File: config.mk
export PLATFORM = sky130hd
export DESIGN_NAME = boxavg_fifo
export DESIGN_NICKNAME = d
export VERILOG_FILES = /design/src/hw/rtl/boxavg_fifo.sv
export VERILOG_INCLUDE_DIRS = /design/src /design/src/hw/rtl
export SDC_FILE = /design/constraint.sdc
export NUM_CORES = 1
export LEC_CHECK = 0
export BUFFER_PORTS_ARGS = -buffer_cell sky130_fd_sc_hd__buf_4
export CAP_MARGIN = 20
export CORE_MARGIN = 3
export CORE_UTILIZATION = 46
export CTS_CLUSTER_DIAMETER = 50
export DETAILED_ROUTE_END_ITERATION = 10
export PLACE_DENSITY_LB_ADDON = 0.12
export SLEW_MARGIN = 15
export SYNTH_ARGS = -nofsm -noshare
export SYNTH_HDL_FRONTEND = slang
export SYNTH_SLANG_ARGS = --single-unit
export TNS_END_PERCENT = 50
File: constraint.sdc
create_clock -name clk -period 4.9 [get_ports clk]
set_input_delay 0.245 -clock clk [delete_from_list [all_inputs] [get_ports clk]]
set_output_delay 0.245 -clock clk [all_outputs]
set_load 0.03 [all_outputs]
File: src/hw/rtl/box_average_image_downscaler_unit_assert.svh
// ----------------------------------------------------------------------------
// Assertion macros for the box average image downscaler
// Concurrent checks on the rising clock edge, disabled while reset is high.
// ----------------------------------------------------------------------------
`ifndef BOX_AVERAGE_IMAGE_DOWNSCALER_UNIT_ASSERT_SVH
`define BOX_AVERAGE_IMAGE_DOWNSCALER_UNIT_ASSERT_SVH
`ifndef SYNTH
// property must hold at every edge outside reset
`define BADU_ASSERT(label, clk, rst, prop) \
  label: assert property (@(posedge clk) disable iff (rst) prop) \
    else $error("downscaler: property violated");
// condition must never be true outside reset
`define BADU_NEVER(label, clk, rst, expr) \
  label: assert property (@(posedge clk) disable iff (rst) !(expr)) \
    else $error("downscaler: forbidden condition seen");
`else
`define BADU_ASSERT(label, clk, rst, prop)
`define BADU_NEVER(label, clk, rst, expr)
`endif
`endif

File: src/hw/rtl/boxavg_fifo.sv
// ----------------------------------------------------------------------------
// boxavg_fifo
// Small register queue between the front end and the accumulate back end.
// ----------------------------------------------------------------------------
`include "box_average_image_downscaler_unit_assert.svh"

module boxavg_fifo #(
  parameter int WIDTH = 64,
  parameter int DEPTH = 4
) (
  input  logic             clk,
  input  logic             rst,
  input  logic             push,
  input  logic [WIDTH-1:0] din,
  output logic             full,
  input  logic             pop,
  output logic             valid,
  output logic [WIDTH-1:0] dout
);

  localparam int PTR_W = $clog2(DEPTH);
  localparam int CNT_W = $clog2(DEPTH + 1);

  logic [WIDTH-1:0] slots [DEPTH];
  logic [PTR_W-1:0] wr_ptr;
  logic [PTR_W-1:0] rd_ptr;
  logic [CNT_W-1:0] count;

  assign full  = count == CNT_W'(DEPTH);
  assign valid = count != '0;
  assign dout  = slots[rd_ptr];

  always_ff @(posedge clk) begin
    if (rst) begin
      wr_ptr <= '0;
      rd_ptr <= '0;
      count  <= '0;
    end else begin
      if (push) begin
        wr_ptr <= (wr_ptr == PTR_W'(DEPTH - 1)) ? '0 : wr_ptr + PTR_W'(1);
      end
      if (pop) begin
        rd_ptr <= (rd_ptr == PTR_W'(DEPTH - 1)) ? '0 : rd_ptr + PTR_W'(1);
      end
      if (push && !pop) begin
        count <= count + CNT_W'(1);
      end else if (pop && !push) begin
        count <= count - CNT_W'(1);
      end
    end
  end

  always_ff @(posedge clk) begin
    if (push) begin
      slots[wr_ptr] <= din;
    end
  end

  `BADU_NEVER(a_fifo_no_overflow, clk, rst, push && full)
  `BADU_NEVER(a_fifo_no_underflow, clk, rst, pop && !valid)

endmodule

-- Yosys cells after proc, flatten, opt, wreduce, memory -nomap -nowiden
Memory sizes are Yosys's and may differ from the RTL's. A register that Yosys moved wholly into a read port is not among the register bits.
Cells that the tools add are included.
- add/subtract/negate cells: 4
- eq/ne operators: 3
- multiplexer cells: 8
- reductions and logical operators: 6
- operators by type and width (kind ; count):
    2-to-1 mux 2 bit ; 4
    2-to-1 mux 3 bit ; 2
    adder 2 x 1 -> 2 bit (second input constant) ; 2
    equality test 2 bit (second input constant) ; 2
    adder 3 x 1 -> 3 bit (second input constant) ; 1
    equality test 3 bit (second input constant) ; 1
    nonzero test 3 bit ; 1
    subtractor 3 x 1 -> 3 bit (second input constant) ; 1
    logical AND 1 bit ; 2
    zero test 1 bit ; 2
    2-to-1 mux 1 bit ; 2
    nonzero test 2 bit ; 1
- word-level logic and storage cells: 25
- input bits: 68
- RAM bits: 256
- output and inout bits: 66
- memories: 1
- register bits after elaboration: 7
- memories (memory ; depth ; width ; rd ports ; clocked after Yosys merged registers in ; wr ports ; RTL line ; source):
    slots ; 4 ; 64 ; 1 ; 1 ; 1 ; boxavg_fifo.sv:24 ; logic [WIDTH-1:0] slots [DEPTH];

-- Logic depth before layout (Yosys ltp)
- depth in word-level cells: 4
- mapped depth: 7
- depth with buffers taken out: 7

-- Worst setup path before layout
No wires, ideal clock.
- path kind: reg2reg
- start: reg wr_ptr[0]
- end: mem slots[3][0] (enable)
- path buffers: 0
- cell stages (with the launch flop): 3
- data arrival time: 2.054 ns
- library setup time: 0.428 ns
- setup slack: 2.417 ns
- period minus slack after synthesis: 2.483 ns
- data required time: 4.472 ns
- path through: dfxtp_1 -> ha_1 -> and2_1
- RTL lines (what ; RTL line ; source):
    from (decl) ; boxavg_fifo.sv:25 ; logic [PTR_W-1:0] wr_ptr;
    from (signal assigned) ; boxavg_fifo.sv:40 ; wr_ptr <= (wr_ptr == PTR_W'(DEPTH - 1)) ? '0 : wr_ptr + PTR_W'(1);
    to (decl) ; boxavg_fifo.sv:24 ;
No word-level cell before the write port.

==> run_results.csv <==
group,metric,value,unit
setup_path,ff2ff_path_depth,2,
layout,layout.cells.non_filler,886,
synthesis,synthArstFlopShare,0,
clocking,post-cts-setup-buffers,0,
grt,grt_first_pass_wirelength,27.0,mm
hold_path,hold_path.class,"in2reg",
place,place_hpwl,9.66,mm
setup_path,r2r_setup_slack,3.07,ns
power,pwr-share-comb,0.109,
synthesis,avgSynthCellArea,25.8,µm²
detailed_routing,drt-pass1-iter-count,4,
power,leakagePower,4.33,nW
timing,setup_viol_count_final,0,
power,power_density,432,mW/mm²
clocking,cts_sinks,265,
timing,slew_viol_final,0,
detailed_routing,num_vias,4532,
hold_path,hold-path-cell-count,3,
power,pwr-share-clk,0.401,
floorplanning,fp.coreArea,0.0206,mm²
floorplanning,io_pins,134,
hold_path,worstHoldStart,"push",
grt,grt_max_degree,65,
setup_path,cp-start-kind,"flip-flop",
synthesis,synth_top_area_frac,0.788,
layout,utilization,0.612,
timing,period_share,0.622,
detailed_routing,drtIter0Drc,208,
timing,rsz0062_at_grt,"false",
synthesis,synth_nets,453,
synthesis,ys_ff_latch,265,
synthesis,ys_warn_count,0,
power,swShare,0.222,
synthesis,syn_inst,378,
power,p_int,4.22,mW
place,dp_cells,768,
clocking,clock-root-buffer,"clkbuf_16",
setup_path,crit_arrival,2.80,ns
place,gp_congestion,0.713,
layout,area_growth,29.0,%
floorplanning,dieArea,0.0230,mm²
setup_path,reg2reg_to,"slots[3][1]$_DFFE_PP_",
grt,antenna_found_initial,1,
timing,max_freq,0.328,GHz
status,status,"complete, no violations",
grt,grt_pass1_vias,4907,
synthesis,synthDistinctLibCells,19,
layout,layout-drive-gt1-share,0.398,
grt,grtUsageTotal,0.154,
place,io_buffers,133,
power,switching_power,1.21,mW
timing,finalCriticalPeriod,3.05,ns
floorplanning,core.rowCount,52,
clocking,clk_latency,0.52,ns
clocking,ctsHtreeMaxLevel,1,
timing,tightest_slew,1.03,ns
floorplanning,dieWidth,152,µm
synthesis,synth_flop_cell,"edfxtp_1",
synthesis,synth_area,0.00975,mm²
floorplanning,start_util,0.474,
clocking,path_clk_slew,0.06,ns
job,drv_cap,0,
setup_path,cp_max_fo,47,
timing,hold_viol,0,
hold_path,hold_path_end,"wr_ptr[1]$_SDFFE_PP0P_",
clocking,numCtsBuffers,28,
setup_path,critical_path_class,"reg2out",
layout,final_cell_mix,"256 x edfxtp_1, 134 x buf_4, 65 x dlygate4sd3_1",
floorplanning,die-height,152,µm
layout,finalNetCount,668,
setup_path,critPathRequiredTime,4.66,ns
place,pre_cts_slack,2.28,ns
power,p_seq_frac,0.489,
power,irDropWorstVdd,0.300,mV
timing,fin_setup_tns,0,ns
setup_path,reg2reg_from,"wr_ptr[0]$_SDFFE_PP0P_",
timing,slew_headroom,0.317,
detailed_routing,wl_per_cell,19.8,µm
layout,layout_commonest_cell,"edfxtp_1",
timing,finClkSkew,0.00866,ns
grt,grt_overflow,0,
detailed_routing,vias_per_cell,5.12,
detailed_routing,postRouteWirelength,17.5,mm
synthesis,ys_seq_area_frac,0.807,
synthesis,synth.area.top_cells,"edfxtp_1 79%, mux4_2 14%, dfxtp_1 1.8%",
synthesis,synth_top_cell_by_area,"edfxtp_1",
detailed_routing,ant_nets,0,
clocking,cts_tree,"yes",
clocking,clock_path_buffers,3,
detailed_routing,drc,0,
synthesis,synth_edf_count,256,
timing,fin_ws,1.85,ns
setup_path,endpoint_kind,"output pin",
==> sequential cells by signal, summed over array words and instances, names as in the netlist, named ones only <==
name / count
count: 3
rd_ptr: 2
slots: 256
wr_ptr: 2
==> stage by stage <==
stage / total power, mW / cell area (µm²) / hold WS (ns)
after floorplan: 3.04 / 9750 / 0.314
after global routing: 5.64 / 12600 / 0.0735
final: 5.43 / 12600 / 0.0591
after global placement: 3.26 / 10900 / 0.443
after detailed placement: 3.27 / 10900 / 0.449
after CTS: 5.49 / 12600 / 0.0388
==> layout make-up <==
| class | count | area (µm²) |
|---|---|---|
| flip-flops and latches | 265 | 7880 |
| inverters | 4 | 15.0 |
| diodes | 1 | 2.50 |
| clock buffers | 32 | 737 |
| repair buffers | 199 | 1660 |
| fillers | 1519 | 7980 |
| clock inverters | 20 | 244 |
| well taps | 270 | 338 |
| multi-input cells | 95 | 1710 |
==> power by group through the flow <==
stage	Sequential, mW	Clock [mW]	Combinational [mW]
floorplan	2.67	0	0.379
global placement	2.70	0	0.555
detailed placement	2.71	0	0.561
CTS	2.66	2.22	0.607
global route	2.67	2.33	0.635
finish	2.66	2.18	0.594
==> what timing repair did <==
action,4_1_cts,5_1_grt
hold endpoints to repair,265,0
hold buffers,65,0
gates resized for setup,0,0
==> critical path, cell delays in order (launching register included) <==
cell and delay, ns:
dfxtp_4 0.98, buf_4 0.49, mux4_2 0.58, buf_4 0.19
==> layer usage <==
layer  GRT usage  vias up  part of all wire
met1       0.206     2362              0.41
met4      0.0368        0             0.011
met2       0.263       95              0.52
met3      0.0336       19             0.053
li1            -     2056                 -
met5           0        -                 0
==> cell families after synthesis <==
family                   synth area share
XOR/XNOR                          0.00180
multiplexers                        0.153
AO/OA/AOI/OAI                     0.00154
AND/OR/NAND/NOR                   0.00808
buffers and inverters              0.0186
flip-flops                          0.807
adder cells (fa/ha/maj)           0.00975
==> how the worst max path moves through the flow <==
stage                                      start                    end  cells past startpoint
after floorplan           wr_ptr[0]$_SDFFE_PP0P_  slots[3][0]$_DFFE_PP_                      2
after global placement                 flip-flop               dout[62]                      3
after detailed placement               flip-flop               dout[59]                      3
after CTS                              flip-flop               dout[62]                      3
after global routing                   flip-flop               dout[62]                      3
final                                  flip-flop               dout[59]                      3
==> Yosys cell counts, types with 4 or more instances <==
cell type	number
and2_1	4
mux2i_1	4
mux4_1	4
buf_12	6
ha_1	6
dfxtp_1	9
buf_2	6
edfxtp_1	256
nor2_1	7
mux4_2	60
inv_1	4
(Power assumes the default switching activity.)
