$ cat config.mk
export PLATFORM = sky130hd
export DESIGN_NAME = boxavg_front
export DESIGN_NICKNAME = d
export VERILOG_FILES = /design/src/hw/rtl/boxavg_pkg.sv /design/src/hw/rtl/boxavg_div.sv /design/src/hw/rtl/boxavg_front.sv
export VERILOG_INCLUDE_DIRS = /design/src /design/src/hw/rtl
export SDC_FILE = /design/constraint.sdc
export NUM_CORES = 1
export LEC_CHECK = 0
export BUFFER_PORTS_ARGS = -buffer_cell sky130_fd_sc_hd__buf_2
export CORE_ASPECT_RATIO = 2
export CORE_UTILIZATION = 44
export DETAILED_ROUTE_END_ITERATION = 10
export PLACE_DENSITY = 0.67
export SLEW_MARGIN = 20
export SYNTH_ARGS = -nofsm -noshare
export SYNTH_HDL_FRONTEND = slang
export SYNTH_SLANG_ARGS = --single-unit
$ cat constraint.sdc
create_clock -name clk -period 6 [get_ports clk]
set_input_delay 0.6 -clock clk [delete_from_list [all_inputs] [get_ports clk]]
set_output_delay 0.6 -clock clk [all_outputs]
set_load 0.01 [all_outputs]
$ cat src/hw/rtl/box_average_image_downscaler_unit_assert.svh
// ----------------------------------------------------------------------------
// Assertion macros for the box average image downscaler
// Concurrent checks on the rising clock edge, disabled while reset is high.
// ----------------------------------------------------------------------------
`ifndef BOX_AVERAGE_IMAGE_DOWNSCALER_UNIT_ASSERT_SVH
`define BOX_AVERAGE_IMAGE_DOWNSCALER_UNIT_ASSERT_SVH
`ifndef SYNTH
// property must hold at every edge outside reset
`define BADU_ASSERT(label, clk, rst, prop) \
  label: assert property (@(posedge clk) disable iff (rst) prop) \
    else $error("downscaler: property violated");
// condition must never be true outside reset
`define BADU_NEVER(label, clk, rst, expr) \
  label: assert property (@(posedge clk) disable iff (rst) !(expr)) \
    else $error("downscaler: forbidden condition seen");
`else
`define BADU_ASSERT(label, clk, rst, prop)
`define BADU_NEVER(label, clk, rst, expr)
`endif
`endif

$ cat src/hw/rtl/boxavg_pkg.sv
// ----------------------------------------------------------------------------
// boxavg_pkg
// Shared types and constants of the box average image downscaler.
// ----------------------------------------------------------------------------
package boxavg_pkg;

  localparam int CFG_DIM_W     = 13;
  localparam int CFG_GRID_W    = 7;
  localparam int CFG_DIM_MAX   = (1 << CFG_DIM_W) - 1;
  localparam int CFG_GRID_MAX  = (1 << CFG_GRID_W) - 1;
  localparam int PIX_W         = 8;
  localparam int CELL_POS_W    = 6;
  localparam int SUM_W         = 32;
  localparam int NUM_CHANNELS  = 3;
  localparam int DEFAULT_COLS  = 24;
  localparam int DEFAULT_ROWS  = 12;
  localparam int QUEUE_DEPTH   = 4;
  localparam int REG_ADDR_W    = 4;
  localparam int APB_DATA_W    = 32;

  localparam logic [CFG_DIM_W-1:0]  RST_IMAGE_WIDTH  = 13'd64;
  localparam logic [CFG_DIM_W-1:0]  RST_IMAGE_HEIGHT = 13'd64;
  localparam logic [CFG_GRID_W-1:0] RST_TARGET_COLS  = 7'd0;
  localparam logic [CFG_GRID_W-1:0] RST_TARGET_ROWS  = 7'd0;

  typedef enum logic [1:0] {
    REG_IMAGE_WIDTH  = 2'd0,
    REG_IMAGE_HEIGHT = 2'd1,
    REG_TARGET_COLS  = 2'd2,
    REG_TARGET_ROWS  = 2'd3
  } reg_index_t;

  typedef struct packed {
    logic [CFG_DIM_W-1:0]  image_width;
    logic [CFG_DIM_W-1:0]  image_height;
    logic [CFG_GRID_W-1:0] target_cols;
    logic [CFG_GRID_W-1:0] target_rows;
  } cfg_t;

  // per-pixel classification made by the front end
  typedef struct packed {
    logic first;       // first pixel of its cell in this band
    logic emit;        // pixel completes its cell
    logic frame_last;  // cell is the last one of the grid
  } px_flags_t;

  typedef enum logic [1:0] {
    FS_LOAD,
    FS_START,
    FS_WAIT,
    FS_RUN
  } front_state_t;

endpackage

$ cat src/hw/rtl/boxavg_div.sv
// ----------------------------------------------------------------------------
// boxavg_div
// Restoring divider, one quotient bit per cycle; result held until taken.
// ----------------------------------------------------------------------------
module boxavg_div #(
  parameter int NUM_W = 32,
  parameter int DEN_W = 26
) (
  input  logic             clk,
  input  logic             rst,
  input  logic             abort,
  input  logic             start,
  input  logic [NUM_W-1:0] num,
  input  logic [DEN_W-1:0] den,
  input  logic             take,
  output logic             busy,
  output logic             done,
  output logic [NUM_W-1:0] quotient,
  output logic [DEN_W-1:0] remainder
);

  localparam int CNT_W = $clog2(NUM_W + 1);

  logic [NUM_W-1:0] quo;
  logic [DEN_W-1:0] rem;
  logic [DEN_W-1:0] divisor;
  logic [CNT_W-1:0] steps;
  logic             running;
  logic             holding;
  logic [DEN_W:0]   trial;
  logic [DEN_W:0]   diff;
  logic             fits;
  logic             launch;

  assign launch = start && !running && !holding;
  assign trial  = {rem, quo[NUM_W-1]};
  assign diff   = trial - {1'b0, divisor};
  assign fits   = trial >= {1'b0, divisor};

  always_ff @(posedge clk) begin
    if (rst || abort) begin
      running <= 1'b0;
      holding <= 1'b0;
    end else if (launch) begin
      running <= 1'b1;
    end else if (running) begin
      if (steps == CNT_W'(1)) begin
        running <= 1'b0;
        holding <= 1'b1;
      end
    end else if (holding && take) begin
      holding <= 1'b0;
    end
  end

  always_ff @(posedge clk) begin
    if (launch) begin
      quo     <= num;
      rem     <= '0;
      divisor <= den;
      steps   <= CNT_W'(NUM_W);
    end else if (running) begin
      quo   <= {quo[NUM_W-2:0], fits};
      rem   <= fits ? diff[DEN_W-1:0] : trial[DEN_W-1:0];
      steps <= steps - CNT_W'(1);
    end
  end

  assign busy      = running;
  assign done      = holding;
  assign quotient  = quo;
  assign remainder = rem;

endmodule

$ cat src/hw/rtl/boxavg_front.sv
// ----------------------------------------------------------------------------
// boxavg_front
// Grid setup and raster position tracking; classifies each pixel.
// ----------------------------------------------------------------------------
`include "box_average_image_downscaler_unit_assert.svh"

module boxavg_front #(
  parameter int DIM_CAP  = 4096,
  parameter int GCOL_CAP = 64,
  parameter int GROW_CAP = 64,
  parameter int DIM_W    = 13,
  parameter int GC_W     = 7,
  parameter int GR_W     = 7,
  parameter int GX_W     = 6,
  parameter int GY_W     = 6
) (
  input  logic                     clk,
  input  logic                     rst,
  input  boxavg_pkg::cfg_t         cfg,
  input  logic                     cfg_write,
  input  logic                     pixel_valid,
  output logic                     pixel_ready,
  input  logic                     q_full,
  output logic                     q_push,
  output logic [GX_W-1:0]          q_grid_x,
  output logic [GY_W-1:0]          q_grid_y,
  output boxavg_pkg::px_flags_t    q_flags,
  output logic [DIM_W-1:0]         q_cell_w,
  output logic [DIM_W-1:0]         q_band_h
);

  import boxavg_pkg::*;

  front_state_t state, state_next;

  logic [CFG_DIM_W-1:0]  w_c, h_c;
  logic [CFG_GRID_W-1:0] cols_c, rows_c;

  logic [DIM_W-1:0] w_eff, h_eff;
  logic [GC_W-1:0]  cols_eff;
  logic [GR_W-1:0]  rows_eff;
  logic [DIM_W-1:0] wq, hq;
  logic [GC_W-1:0]  wr;
  logic [GR_W-1:0]  hr;

  logic [DIM_W-1:0] source_x, source_y;
  logic [GX_W-1:0]  grid_x;
  logic [GY_W-1:0]  grid_y;
  logic [DIM_W-1:0] x_start, x_end, y_start, y_end;
  logic [GC_W-1:0]  xr;
  logic [GR_W-1:0]  yr;

  logic             load, div_start, setup_done, accept;
  logic             w_busy, h_busy, w_done, h_done;
  logic [DIM_W-1:0] w_quo, h_quo;
  logic [GC_W-1:0]  w_rem;
  logic [GR_W-1:0]  h_rem;

  logic [DIM_W-1:0] x_next, y_next;
  logic             x_last, y_last, row_end, frame_end;
  logic [GC_W:0]    xr_sum;
  logic [GR_W:0]    yr_sum;
  logic             x_wrap, y_wrap;
  logic [GC_W-1:0]  xr_step;
  logic [GR_W-1:0]  yr_step;
  logic [DIM_W-1:0] x_end_step, y_end_step;

  // effective sizes from the register values
  always_comb begin
    if (cfg.image_width == '0) begin
      w_c = CFG_DIM_W'(1);
    end else if (cfg.image_width > CFG_DIM_W'(DIM_CAP)) begin
      w_c = CFG_DIM_W'(DIM_CAP);
    end else begin
      w_c = cfg.image_width;
    end
    if (cfg.image_height == '0) begin
      h_c = CFG_DIM_W'(1);
    end else if (cfg.image_height > CFG_DIM_W'(DIM_CAP)) begin
      h_c = CFG_DIM_W'(DIM_CAP);
    end else begin
      h_c = cfg.image_height;
    end
    cols_c = (cfg.target_cols == '0) ? CFG_GRID_W'(DEFAULT_COLS) : cfg.target_cols;
    if (cols_c > CFG_GRID_W'(GCOL_CAP)) begin
      cols_c = CFG_GRID_W'(GCOL_CAP);
    end
    if (CFG_DIM_W'(cols_c) > w_c) begin
      cols_c = CFG_GRID_W'(w_c);
    end
    rows_c = (cfg.target_rows == '0) ? CFG_GRID_W'(DEFAULT_ROWS) : cfg.target_rows;
    if (rows_c > CFG_GRID_W'(GROW_CAP)) begin
      rows_c = CFG_GRID_W'(GROW_CAP);
    end
    if (CFG_DIM_W'(rows_c) > h_c) begin
      rows_c = CFG_GRID_W'(h_c);
    end
  end

  // W/C and H/R give the per-cell step of the boundaries
  boxavg_div #(.NUM_W(DIM_W), .DEN_W(GC_W)) u_div_w (
    .clk       (clk),
    .rst       (rst),
    .abort     (cfg_write),
    .start     (div_start),
    .num       (w_eff),
    .den       (cols_eff),
    .take      (setup_done),
    .busy      (w_busy),
    .done      (w_done),
    .quotient  (w_quo),
    .remainder (w_rem)
  );

  boxavg_div #(.NUM_W(DIM_W), .DEN_W(GR_W)) u_div_h (
    .clk       (clk),
    .rst       (rst),
    .abort     (cfg_write),
    .start     (div_start),
    .num       (h_eff),
    .den       (rows_eff),
    .take      (setup_done),
    .busy      (h_busy),
    .done      (h_done),
    .quotient  (h_quo),
    .remainder (h_rem)
  );

  always_comb begin
    state_next = state;
    unique case (state)
      FS_LOAD:  state_next = FS_START;
      FS_START: state_next = FS_WAIT;
      FS_WAIT:  if (w_done && h_done) state_next = FS_RUN;
      FS_RUN:   state_next = FS_RUN;
    endcase
    if (cfg_write) begin
      state_next = FS_LOAD;
    end
  end

  always_comb begin
    load        = 1'b0;
    div_start   = 1'b0;
    setup_done  = 1'b0;
    pixel_ready = 1'b0;
    unique case (state)
      FS_LOAD:  load = 1'b1;
      FS_START: div_start = 1'b1;
      FS_WAIT:  setup_done = w_done && h_done;
      FS_RUN:   pixel_ready = !q_full;
    endcase
  end

  always_ff @(posedge clk) begin
    if (rst) begin
      state <= FS_LOAD;
    end else begin
      state <= state_next;
    end
  end

  assign accept = pixel_valid && pixel_ready;
  assign q_push = accept;

  // classification of the current pixel
  assign x_next    = source_x + DIM_W'(1);
  assign y_next    = source_y + DIM_W'(1);
  assign x_last    = x_next == x_end;
  assign y_last    = y_next == y_end;
  assign row_end   = x_next >= w_eff;
  assign frame_end = row_end && (y_next >= h_eff);

  // next boundary: add W/C, carry the remainder
  assign xr_sum     = {1'b0, xr} + {1'b0, wr};
  assign x_wrap     = xr_sum >= {1'b0, cols_eff};
  assign xr_step    = x_wrap ? GC_W'(xr_sum - {1'b0, cols_eff}) : GC_W'(xr_sum);
  assign x_end_step = x_end + wq + DIM_W'(x_wrap);
  assign yr_sum     = {1'b0, yr} + {1'b0, hr};
  assign y_wrap     = yr_sum >= {1'b0, rows_eff};
  assign yr_step    = y_wrap ? GR_W'(yr_sum - {1'b0, rows_eff}) : GR_W'(yr_sum);
  assign y_end_step = y_end + hq + DIM_W'(y_wrap);

  assign q_grid_x           = grid_x;
  assign q_grid_y           = grid_y;
  assign q_flags.first      = (source_x == x_start) && (source_y == y_start);
  assign q_flags.emit       = x_last && y_last;
  assign q_flags.frame_last = (GC_W'(grid_x) + GC_W'(1) == cols_eff)
                           && (GR_W'(grid_y) + GR_W'(1) == rows_eff);
  assign q_cell_w           = x_end - x_start;
  assign q_band_h           = y_end - y_start;

  always_ff @(posedge clk) begin
    if (load) begin
      w_eff    <= DIM_W'(w_c);
      h_eff    <= DIM_W'(h_c);
      cols_eff <= GC_W'(cols_c);
      rows_eff <= GR_W'(rows_c);
    end
    if (setup_done) begin
      wq       <= w_quo;
      wr       <= w_rem;
      hq       <= h_quo;
      hr       <= h_rem;
      source_x <= '0;
      source_y <= '0;
      grid_x   <= '0;
      grid_y   <= '0;
      x_start  <= '0;
      x_end    <= w_quo;
      xr       <= w_rem;
      y_start  <= '0;
      y_end    <= h_quo;
      yr       <= h_rem;
    end else if (accept) begin
      if (row_end) begin
        source_x <= '0;
        grid_x   <= '0;
        x_start  <= '0;
        x_end    <= wq;
        xr       <= wr;
        if (frame_end) begin
          source_y <= '0;
          grid_y   <= '0;
          y_start  <= '0;
          y_end    <= hq;
          yr       <= hr;
        end else begin
          source_y <= y_next;
          if (y_last) begin
            grid_y  <= grid_y + GY_W'(1);
            y_start <= y_end;
            y_end   <= y_end_step;
            yr      <= yr_step;
          end
        end
      end else begin
        source_x <= x_next;
        if (x_last) begin
          grid_x  <= grid_x + GX_W'(1);
          x_start <= x_end;
          x_end   <= x_end_step;
          xr      <= xr_step;
        end
      end
    end
  end

  `BADU_ASSERT(a_pos_inside_cell, clk, rst, pixel_ready |-> (source_x < x_end) && (source_y < y_end))
  `BADU_NEVER(a_setup_div_idle_in_run, clk, rst, (state == FS_RUN) && (w_busy || h_busy))

endmodule

# After elaboration in Yosys (flattened, before gate mapping)
# Cells that the tools add are included.
[word_totals]
reg_bits = 252
in_bits = 45
out_inout_bits = 43
elab_cells = 184
[op_classes]
n_addsub = 20
order_cmp = 12
n_eq_ne = 14
n_mux = 64
bitwise_logic = 2
n_reduce_logical = 41
[op_table]
columns = ["cell", "count"]
rows = [
  ["$mux 13", 23],
  ["$mux 7", 19],
  ["$eq 13x13->1", 4],
  ["$ge 8x7->1", 4],
  ["$sub 7x7->7", 4],
  ["$add 13x1->13", 2],
  ["$add 13x1->13 const B", 2],
  ["$add 13x13->13", 2],
  ["$ge 13x13->1", 2],
  ["$gt 13x13->1 const B", 2],
  ["$gt 7x13->1", 2],
  ["$logic_not 13->1", 2],
  ["$sub 13x13->13", 2],
  ["$mux 6", 4],
  ["$add 7x7->8", 2],
  ["$mux 1", 16],
  ["$reduce_bool 2->1", 8],
  ["$add 6x1->7 const B", 2],
  ["$eq 7x7->1", 2],
  ["$gt 7x7->1 const B", 2],
  ["$logic_not 7->1", 2],
  ["$add 6x1->6 const B", 2],
  ["$logic_and 1x1->1", 12],
  ["$reduce_and 3->1", 4],
  ["other kinds (14)", 27],
]

# Depth between registers and ports, before layout
# Gate-level depths: netlist (run 1).
[logic_depth]
word_depth = 8
mapped_depth = 23
depth_no_buf = 22

# Hierarchy
# From an unflattened synthesis (run 1), not the netlist that was laid out.
[unflattened]
hier_cells = 1845
area_unflattened_um2 = 17017.6
[modules_own_cells]
columns = ["module", "instances", "cells_per_inst", "area_per_inst_um2", "seq_area_each_um2"]
rows = [
  ["boxavg_front", 1, 1489, 13616.8, 4924.7],
  ["boxavg_div", 2, 178, 1700.4, 860.8],
]

# Worst setup path before layout (run 1)
# No wires, ideal clock.
[synth_timing]
kind = "reg2reg"
startpoint = "register hr[0]"
endpoint = "register y_end[12] (data pin)"
setup_time_ns = 0.152
t_arrival_ns = 4.889
required_time_ns = 5.848
path_slack_ns = 0.959
stages_incl_launch_ff = 24
path_buffers = 1
synth_period_minus_slack_ns = 5.041
cell_sequence = "edfxtp_1 ha_1 fa_1 a21o_1 a21oi_1 o21bai_1 a21oi_1 xnor2_1 ha_1 a2111oi_0 o21ai_0 nor2_1 o21a_1 clkbuf_1 fa_1 fa_1 nand2b_1 a21oi_1 o211ai_1 a211oi_1 o211ai_1 and3_1 or4_1 a31oi_1"
[synth_between]
elab_chain_cells = 8
[synth_lines]
columns = ["item", "line_no", "text"]
rows = [
  ["start, declared", "boxavg_front.sv:44", "logic [GR_W-1:0] hr;"],
  ["start signal, assigned", "boxavg_front.sv:204", "hr <= h_rem;"],
  ["$add 7x7->8", "boxavg_front.sv:179", "assign yr_sum = {1'b0, yr} + {1'b0, hr};"],
  ["$ge 8x7->1", "boxavg_front.sv:180", "assign y_wrap = yr_sum >= {1'b0, rows_eff};"],
  ["$add 13x1->13", "boxavg_front.sv:182", "assign y_end_step = y_end + hq + DIM_W'(y_wrap);"],
  ["$mux 13", "boxavg_front.sv:230", "if (y_last) begin"],
  ["$mux 13", "boxavg_front.sv:222", "if (frame_end) begin"],
  ["$mux 13", "boxavg_front.sv:216", "if (row_end) begin"],
  ["$mux 13", "boxavg_front.sv:215", "end else if (accept) begin"],
  ["$mux 13", "boxavg_front.sv:200", "if (setup_done) begin"],
  ["end signal, assigned", "boxavg_front.sv:213", "y_end <= h_quo;"],
  ["end signal, assigned", "boxavg_front.sv:226", "y_end <= hq;"],
  ["end signal, assigned", "boxavg_front.sv:233", "y_end <= y_end_step;"],
  ["end, declared", "boxavg_front.sv:49", "logic [DIM_W-1:0] x_start, x_end, y_start, y_end;"],
]
# No other way between the ends. The select of a mux whose other input is x is not followed.
# A chain may end at the register's enable or synchronous reset.

# Final worst setup path (run 1)
[layout_timing]
startpoint = "register wr[0]"
endpoint = "register x_end[10] (data pin)"
[layout_between]
elab_chain_cells = 7
[layout_lines]
columns = ["item", "line_no", "text"]
rows = [
  ["start, declared", "boxavg_front.sv:43", "logic [GC_W-1:0] wr;"],
  ["start signal, assigned", "boxavg_front.sv:202", "wr <= w_rem;"],
  ["$add 7x7->8", "boxavg_front.sv:175", "assign xr_sum = {1'b0, xr} + {1'b0, wr};"],
  ["$ge 8x7->1", "boxavg_front.sv:176", "assign x_wrap = xr_sum >= {1'b0, cols_eff};"],
  ["$add 13x1->13", "boxavg_front.sv:178", "assign x_end_step = x_end + wq + DIM_W'(x_wrap);"],
  ["$mux 13", "boxavg_front.sv:239", "if (x_last) begin"],
  ["$mux 13", "boxavg_front.sv:216", ""],
  ["$mux 13", "boxavg_front.sv:215", ""],
  ["$mux 13", "boxavg_front.sv:200", ""],
  ["end signal, assigned", "boxavg_front.sv:210", "x_end <= w_quo;"],
  ["end signal, assigned", "boxavg_front.sv:220", "x_end <= wq;"],
  ["end signal, assigned", "boxavg_front.sv:242", "x_end <= x_end_step;"],
  ["end, declared", "boxavg_front.sv:49", ""],
]
# No other way between the ends. The select of a mux whose other input is x is not followed.

==> flow_summary_export.csv, run 1 <==
group,metric,value,unit
run_status,status,"completed",
finish,fin_util,49.4,%
global_route,busiest_layer,"met2",
hold_path,min_delay_path_depth,4,
worst_setup_path,reg2reg_from,"wr[0]",
worst_setup_path,crit_chain,"ha_1, fa_1, a21oi_1, nor2_1, nor2_1, xnor2_1, ha_1, inv_1, o21bai_1, a211oi_1, o221ai_2, inv_1, fa_1, fa_1, nor2b_1, o31a_1, o211ai_1, a21oi_1, nor2_1, xor2_1, o211ai_1, o21a_1",
global_route,use_met1,21.9,%
routing,first_pass_iters,5,
sta,final_max_slew_viol_count,0,
power_and_ir_drop,peakVddDrop,0.200,mV
power_and_ir_drop,p_sw,1.04,mW
worst_setup_path,required,6.31,ns
placed_design,portBuffers,87,
global_route,overflow,0,
synthesis,synth-async-reset-ratio,0,%
global_route,grt_start_max_net_pins,57,
power_and_ir_drop,intPower,3.14,mW
global_route,grt_pass1_wl,70200,um
routing,drtIter0Drc,645,
finish,mostFrequentLayoutCell,"edfxtp_1",
routing,antenna_left,0,
finish,regArea,0.00665,mm^2
power_and_ir_drop,leakage,7.76,nW
sta,worst_pin_slew,1.03,ns
worst_setup_path,start_kind,"register",
finish,area_growth,10.1,%
sta,rsz0062_at_grt,"no",
sta,fin_crit_sh,90.7,%
power_and_ir_drop,totalPowerFinal,4.18,mW
finish,fill_cells,3490,
worst_setup_path,critPathMaxStageDelay,0.52,ns
floorplanning,fp-row-count,100,
sta,fin_crit,5.44,ns
cts,cts_root_buf,"clkbuf_16",
finish,nets,1982,
hold_path,min_from,"rst",
sta,hold_viol,0,
worst_setup_path,reg2reg_depth,22,
cts,clock_sinks,252,
power_and_ir_drop,swShare,24.8,%
hold_path,hold_class,"in -> reg",
synthesis,synth_area,0.0167,mm^2
cts,post_cts_buffers,0,
worst_setup_path,r2r_setup_slack,0.56,ns
finish,layout_common_cells,"edfxtp_1, inv_1, ha_1",
synthesis,synth_cells,1730,
power_and_ir_drop,p_clk_share,40.7,%
sta,max_slew_margin,31.3,%
placed_design,place_hpwl,35400,um
global_route,grt_pass1_vias,13400,
synthesis,synth_ff_type,"edfxtp_1",
worst_setup_path,worstSetupEndpointType,"register",
synthesis,ys_seq_area_share,39.7,%
power_and_ir_drop,pwr-share-comb,11.5,%
cts,cts_tree,"yes",
global_route,met3_usage,2.97,%
cts,cts.path.max_buffers,3,
routing,drt_drc_violations_left,0,
sta,skew,0.0101,ns
global_route,grtUsageMet2,46.1,%
worst_setup_path,worstSetupPathType,"reg -> reg",
power_and_ir_drop,p_per_area,227,mW/mm^2
sta,timing.fmax,0.184,GHz
synthesis,synth_fp_nets,1923,
floorplanning,die_w,140,um
floorplanning,core_area,0.0373,mm^2
synthesis,synth_edf_count,160,
floorplanning,pin_count,88,
global_route,antenna_found_initial,1,
finish,multi_input_area,0.00926,mm^2
floorplanning,start_util,44.9,%
routing,drt-wirelength-per-cell,19.8,um
cts,cts_resized,0,
flow_run,drv_cap,0,
synthesis,synth.distinct_cells,93,
routing,dr_total_vias,13000,
synthesis,ys_ff_latch,252,
power_and_ir_drop,seq_power_share,47.8,%
cts,htree_levels,1,
worst_setup_path,crit_arrival,5.75,ns
hold_path,holdPathEnd,"state[0]",
cts,clkLatencyLatePin,0.55,ns
routing,drt-total-wl,44800,um
worst_setup_path,worst_path_max_delay_cell,"o221ai_2",
floorplanning,dieArea,0.0389,mm^2
sta,setup_viol,0,
finish,drive_above_1_share,11.6,%
routing,via_per_inst,5.74,
finish,diodes,0,
global_route,track_usage,23.3,%
cts,clk_pin_slew,0.07,ns
cts,cts-buffers-inserted,25,
floorplanning,fp.dieH,278,um
worst_setup_path,r2r_end,"x_end[10]",
cts,cts-hold-fix-buffers,0,
synthesis,yosys_warnings,0,
placed_design,gp_congestion,0.990,
worst_setup_path,crit_fanout,9,
synthesis,synth_area_per_cell,9.67,um^2
sta,tns,0,ns
## worst max path at each step
stage                     startpoint         to  slack (ns)  depth (start not counted)
final                          wr[0]  x_end[10]        0.56                         22
after global routing           wr[1]  x_end[10]        0.21                         22
after CTS                      wr[0]  x_end[10]        0.63                         22
after detailed placement       hr[0]  y_end[12]        0.65                         20
after global placement         hr[0]  y_end[12]        0.81                         22
after floorplan                hr[0]  y_end[12]        0.96                         23
## cell families after synthesis
family | after synthesis | synth area share [%]
AND/OR/NAND/NOR | 506 | 16.1
AO/OA/AOI/OAI | 420 | 16.1
flip-flops | 252 | 39.7
buffers and inverters | 207 | 5.14
XOR/XNOR | 159 | 8.91
adder cells (fa/ha/maj) | 148 | 11.6
multiplexers | 38 | 2.44
## layer usage
layer | wire length, um | up-vias
li1 | - | 6313
met1 | 15300 | 6240
met2 | 24900 | 314
met3 | 1620 | 138
met4 | 2960 | 2
met5 | 17 | -
## synthesized netlist by cell type (28+ instances only)
cell	n	area share, %
edfxtp_1	160	29
inv_1	138	3.1
ha_1	136	10
nand2_1	135	3.0
nor2_1	122	2.7
o21ai_0	117	3.5
a21oi_1	105	3.1
dfxtp_1	92	11
xnor2_1	92	4.8
xor2_1	60	3.1
clkbuf_1	37	0.83
nor2b_1	33	1.2
nand3_1	32	0.96
nand2b_1	30	1.1
a21o_1	29	1.3
a22o_1	29	1.5
o21a_1	28	1.3
## power by group through the flow
| stage | logic [mW] | clock network, mW | registers [mW] |
|---|---|---|---|
| detailed placement | 0.480 | 0 | 2.04 |
| floorplan | 0.353 | 0 | 2.01 |
| finish | 0.480 | 1.70 | 2.00 |
| global route | 0.537 | 1.78 | 2.01 |
| CTS | 0.483 | 1.73 | 2.00 |
| global placement | 0.462 | 0 | 2.03 |
## worst max-delay path: cells and delay by family, from the launching register on
| kind | cells | cell delay, ns |
|---|---|---|
| compound gates | 9 | 1.90 |
| xor+xnor | 2 | 0.26 |
| flops | 1 | 0.39 |
| buf+inv | 2 | 0.20 |
| fa+ha+maj | 5 | 1.89 |
| simple gates | 4 | 0.55 |
## final cells by class
| cell class | instances | area share [%] |
|---|---|---|
| inverters | 140 | 2.86 |
| repair buffers | 99 | 2.96 |
| flip-flops and latches | 252 | 36.1 |
| clock inverters | 10 | 0.835 |
| multi-input cells | 1271 | 50.2 |
| clock buffers | 36 | 3.90 |
| well taps | 459 | 3.12 |
## through the flow
stage               cell area [um^2]  std cells  setup slack [ns]  hold slack [ns]
floorplan                      16700       1730             0.959            0.426
global placement               17500       2220             0.806            0.441
detailed placement             17500       2221             0.649            0.454
CTS                            18400       2267             0.627            0.320
global route                   18400       2267             0.211            0.327
finish                         18400       2267             0.559            0.328
(Power assumes the default switching activity.)
==> run 2: changes to the inputs <==
- SYNTH_HIERARCHICAL: not set -> 1
==> flow_summary_export.csv, run 2 <==
group,metric,value,unit
global_route,grt_pass1_wl,72600,um
sta,worst_pin_slew,1.15,ns
finish,nets,2099,
finish,area_growth,10.6,%
power_and_ir_drop,pwr-share-comb,11.3,%
routing,via_per_inst,5.68,
power_and_ir_drop,peakVddDrop,0.174,mV
synthesis,synth_area_per_cell,9.22,um^2
synthesis,yosys.area.top_type_share,28.2,%
global_route,antenna_found_initial,1,
worst_setup_path,r2r_end,"x_end[11]",
worst_setup_path,worstSetupEndpointType,"register",
global_route,track_usage,23.7,%
power_and_ir_drop,intPower,3.20,mW
cts,post_cts_buffers,0,
floorplanning,start_util,44.7,%
worst_setup_path,reg2reg_depth,20,
worst_setup_path,reg2reg_from,"wr[0]",
synthesis,ys_ff_latch,252,
hold_path,min_delay_path_depth,2,
cts,cts.path.max_buffers,3,
power_and_ir_drop,p_per_area,226,mW/mm^2
sta,timing.fmax,0.193,GHz
run_status,status,"completed",
sta,setup_viol,0,
cts,cts_tree,"yes",
floorplanning,pin_count,88,
synthesis,synth_cells,1845,
worst_setup_path,r2r_setup_slack,0.82,ns
routing,drtIter0Drc,690,
sta,skew,0.0227,ns
flow_run,drv_cap,0,
finish,diodes,0,
synthesis,yosys_warnings,6,
floorplanning,core_area,0.0380,mm^2
power_and_ir_drop,swShare,24.8,%
sta,rsz0062_at_grt,"no",
placed_design,portBuffers,87,
sta,tns,0,ns
synthesis,synth_fp_nets,2038,
power_and_ir_drop,seq_power_share,47.1,%
finish,fin_util,49.5,%
cts,clk_pin_slew,0.07,ns
power_and_ir_drop,leakage,7.75,nW
routing,first_pass_iters,5,
worst_setup_path,crit_fanout,5,
routing,dr_total_vias,13800,
finish,mostFrequentLayoutCell,"nand2_1",
cts,clkLatencyLatePin,0.55,ns
worst_setup_path,start_kind,"register",
synthesis,ys_seq_area_share,39.1,%
synthesis,synth_area,0.0170,mm^2
cts,cts_root_buf,"clkbuf_16",
cts,clock_sinks,252,
routing,drt_drc_violations_left,0,
synthesis,synth_ff_type,"edfxtp_1",
routing,drt-wirelength-per-cell,19.1,um
cts,cts-buffers-inserted,24,
synthesis,synth.distinct_cells,87,
finish,fill_cells,3565,
cts,htree_levels,1,
routing,drt-total-wl,46500,um
power_and_ir_drop,p_sw,1.06,mW
sta,max_slew_margin,21.6,%
sta,fin_crit_sh,86.4,%
sta,fin_crit,5.18,ns
power_and_ir_drop,totalPowerFinal,4.26,mW
worst_setup_path,required,6.27,ns
worst_setup_path,worstSetupEndpoint,"x_end[11]",
synthesis,synth-async-reset-ratio,0,%
worst_setup_path,crit_start,"wr[0]",
placed_design,place_hpwl,36400,um
floorplanning,fp-row-count,101,
finish,layout_common_cells,"nand2_1, edfxtp_1, inv_1",
synthesis,synth_common_cells,"nand2_1, edfxtp_1, inv_1",
sta,final_max_slew_viol_count,0,
synthesis,synth_edf_count,160,
global_route,grt_pass1_vias,13800,
global_route,grt_start_max_net_pins,68,
floorplanning,dieArea,0.0395,mm^2
placed_design,gp_congestion,0.995,
placed_design,preCtsSetupSlack,0.820,ns
synthesis,yosysMostFrequentCell,"nand2_1",
finish,drive_above_1_share,10.7,%
worst_setup_path,crit_arrival,5.45,ns
power_and_ir_drop,p_clk_share,41.6,%
synthesis,synthTopCellsByArea,"edfxtp_1, dfxtp_1, ha_1",
routing,antenna_left,0,
sta,fin_ws,0.816,ns
floorplanning,fp.dieH,280,um
hold_path,hold_class,"in -> reg",
cts,cts_resized,0,
synthesis,synth_top_cell_by_area,"edfxtp_1",
cts,cts-hold-fix-buffers,0,
sta,hold_viol,0,
worst_setup_path,worstSetupPathType,"reg -> reg",
floorplanning,die_w,141,um
global_route,overflow,0,
==> run 2: changes by cell type after synthesis, moves of 9 or more <==
| cell | change |
|---|---|
| mux2_2 | -9 |
| nor2_1 | -11 |
| a21o_1 | -10 |
| nand2_1 | +76 |
| o21a_1 | -9 |
| xnor2_1 | -9 |
| a21oi_1 | +15 |
| inv_1 | +13 |
==> run 2: logic make-up (layout without fill, tap and decap cells) <==
group	count (synthesis)	count (layout)	synth area share [%]
multiplexers	28	28	1.74
XOR/XNOR	149	149	7.84
AND/OR/NAND/NOR	606	606	17.7
AO/OA/AOI/OAI	438	438	16.8
flip-flops	252	252	39.1
adder cells (fa/ha/maj)	148	148	11.4
buffers and inverters	224	303	5.43
==> run 2: metal layers <==
metal  wire (um)  track usage [%]
met5          16                0
met4        3370             16.8
met3        1660             2.36
met2       25400             46.1
met1       16100             22.8
==> run 2: worst min-delay path by stage <==
stage / from / endpoint / slack, ns
after floorplan: cols_eff[5] / u_div_w/divisor[5] / 0.43
after global placement: cols_eff[5] / u_div_w/divisor[5] / 0.44
after detailed placement: u_div_w/quotient[11] / wq[11] / 0.46
after CTS: rst / u_div_h/done / 0.30
after global routing: rst / u_div_w/done / 0.33
final: cfg_write / u_div_h/done / 0.32
==> run 2: cell type report <==
cell class              instances  area (um^2)  area share (%)
multi-input cells            1369         9460            50.3
flip-flops and latches        252         6650            35.3
clock buffers                  29          651            3.46
well taps                     515          644            3.42
repair buffers                108          593            3.15
inverters                     151          568            3.02
clock inverters                15          259            1.38
==> run 2: critical path, cell delays in order, from the launching register on <==
cell       delay, ns
edfxtp_1        0.40
ha_1            0.25
fa_1            0.41
a21o_1          0.18
a21oi_1         0.22
o21bai_1        0.09
a21oi_1         0.17
xnor2_1         0.17
ha_1            0.29
a2111oi_0       0.45
o21ai_1         0.14
inv_1           0.21
fa_1            0.25
nor2b_1         0.07
o31ai_1         0.36
a21oi_1         0.17
o41ai_1         0.46
o21ai_0         0.21
xor2_1          0.17
mux2i_1         0.13
o21ai_0         0.08
==> run 2: power groups by stage <==
stage | clock network, mW | logic [mW] | registers, mW
after global placement | 0 | 0.459 | 2.04
after floorplan | 0 | 0.354 | 2.00
final | 1.77 | 0.480 | 2.01
after global routing | 1.86 | 0.539 | 2.01
after detailed placement | 0 | 0.477 | 2.04
after CTS | 1.81 | 0.480 | 2.01
==> run 2: through the flow <==
step	cell area (um^2)	hold slack [ns]	instances
after floorplan	17000	0.426	1845
after global placement	17900	0.443	2395
after detailed placement	17900	0.461	2395
after CTS	18800	0.302	2439
after global routing	18800	0.329	2439
final	18800	0.323	2439
==> run 3: changes to the inputs <==
- CORE_UTILIZATION: 44 -> 50
- PLACE_DENSITY: 0.67 -> 0.73
==> flow_summary_export.csv, run 3 (synthesized netlist as in run 2, its figures left out) <==
group,metric,value,unit
floorplanning,dieArea,0.0348,mm^2
cts,htree_levels,1,
placed_design,gp_congestion,0.984,
sta,fin_ws,0.625,ns
placed_design,place_hpwl,35200,um
routing,first_pass_iters,5,
power_and_ir_drop,p_per_area,213,mW/mm^2
finish,nets,2093,
global_route,track_usage,25.7,%
finish,layout_common_cells,"nand2_1, edfxtp_1, inv_1",
sta,setup_viol,0,
power_and_ir_drop,peakVddDrop,0.177,mV
cts,clock_sinks,252,
placed_design,portBuffers,87,
cts,clk_pin_slew,0.07,ns
sta,tns,0,ns
finish,fill_cells,2933,
finish,multi_input_area,0.00946,mm^2
global_route,antenna_found_initial,0,
routing,drt_drc_violations_left,0,
floorplanning,fp.dieH,263,um
worst_setup_path,crit_fanout,11,
floorplanning,die_w,132,um
worst_setup_path,crit_chain,"ha_1, fa_1, a21o_1, a21oi_1, o21bai_1, a21oi_1, xnor2_1, ha_1, a211o_1, a311oi_1, o21ai_0, o2bb2ai_1, inv_1, fa_1, fa_1, nor2b_1, o31ai_1, a211o_1, nand3_1, a31o_2, nand3_1, xor2_1, a21oi_1",
global_route,grt_pass1_wl,70200,um
finish,drive_above_1_share,10.2,%
routing,drt-wirelength-per-cell,19.1,um
cts,clkLatencyLatePin,0.53,ns
finish,mostFrequentLayoutCell,"nand2_1",
floorplanning,core_area,0.0335,mm^2
global_route,grt_pass1_vias,13900,
finish,fin_util,55.2,%
finish,diodes,0,
routing,dr_total_vias,13800,
cts,cts_tree,"yes",
sta,final_max_slew_viol_count,0,
sta,max_slew_margin,38.0,%
sta,hold_viol,0,
sta,fin_crit,5.38,ns
sta,rsz0062_at_grt,"no",
cts,post_cts_buffers,0,
global_route,grt_start_max_net_pins,81,
finish,finalNonFillerCells,2352,
finish,regArea,0.00665,mm^2
power_and_ir_drop,leakage,7.63,nW
cts,cts_resized,0,
floorplanning,start_util,50.8,%
cts,cts.path.max_buffers,3,
sta,hold_slack,0.340,ns
routing,antenna_left,0,
run_status,status,"completed",
placed_design,preCtsSetupSlack,0.703,ns
worst_setup_path,critPathMaxStageDelay,0.47,ns
routing,drtIter0Drc,889,
worst_setup_path,worstSetupEndpointType,"register",
cts,cts_root_buf,"clkbuf_16",
worst_setup_path,worst_path_max_delay_cell,"o31ai_1",
floorplanning,fp-row-count,95,
routing,drt-total-wl,44900,um
worst_setup_path,crit_arrival,5.63,ns
sta,fin_crit_sh,89.6,%
hold_path,hold_class,"in -> reg",
routing,via_per_inst,5.89,
sta,timing.fmax,0.186,GHz
worst_setup_path,cp_top_family,"compound AO/OA/AOI/OAI gates",
floorplanning,pin_count,88,
cts,cts-hold-fix-buffers,0,
sta,skew,0.0186,ns
flow_run,drv_cap,0,
worst_setup_path,cp_num_buf_inv,1,
worst_setup_path,worstSetupPathType,"reg -> reg",
sta,worst_pin_slew,0.929,ns
cts,cts-buffers-inserted,23,
finish,area_growth,8.75,%
global_route,overflow,0,
worst_setup_path,required,6.25,ns
placed_design,placed_cells,2311,
worst_setup_path,start_kind,"register",
## run 3: cell types whose count changed in the layout (fill, tap and decap cells not counted), moves of 2 or more
cell and delta:
bufinv_16 -6, buf_4 -5, clkinv_2 -3, clkbuf_16 -2, clkbuf_8 +2, inv_6 +2
## run 3: worst reg2reg max path: cells and delay by family (launching register included)
family | cells | cell delay [ns]
AOI/OAI and AO/OA | 12 | 2.68
adders and majority gates | 5 | 1.33
DFF | 1 | 0.39
xor gates and xnor gates | 2 | 0.27
and+or+nand+nor | 3 | 0.26
buffers and inverters | 1 | 0.17
## run 3: power by group
part | leakage (nW) | switching [mW] | internal, mW
clock network | 0.349 | 0.668 | 0.792
logic | 5.00 | 0.278 | 0.195
registers | 2.27 | 0.0776 | 1.93
total | 7.63 | 1.02 | 2.92
## run 3: area by class of cell
type / count / area share, %
tap: 436 / 2.95
multi-input combinational: 1369 / 51.1
clock buffer: 30 / 3.41
sequential: 252 / 35.9
inverter: 151 / 3.07
timing repair buffer: 103 / 3.00
clock inverter: 11 / 0.514
## run 3: stage by stage
| stage | power [mW] | instance area, um^2 |
|---|---|---|
| 2_1_floorplan | 2.36 | 17000 |
| 3_3_place_gp | 2.49 | 17800 |
| 3_5_place_dp | 2.51 | 17800 |
| 4_1_cts | 3.97 | 18500 |
| 5_1_grt | 4.09 | 18500 |
| 6_report | 3.94 | 18500 |
## run 3: metal layers
| metal | part of all wire, % | vias up | global-route usage (%) |
|---|---|---|---|
| li1 | - | 6709 | - |
| met1 | 35 | 6578 | 25.1 |
| met2 | 53 | 406 | 48.0 |
| met3 | 4.0 | 155 | 2.93 |
| met4 | 8.6 | 0 | 20.9 |
| met5 | 0 | - | 0 |
## run 3: worst paths after layout
check,slack (ns),depth (start not counted),startpoint,to
setup / recovery,0.62,23,hr[0],y_end[12]
hold / removal,0.34,2,rst,u_div_w/done
setup reg to reg,0.62,23,hr[0],y_end[12]
hold reg to reg,0.48,0,u_div_w/quotient[8],wq[8]
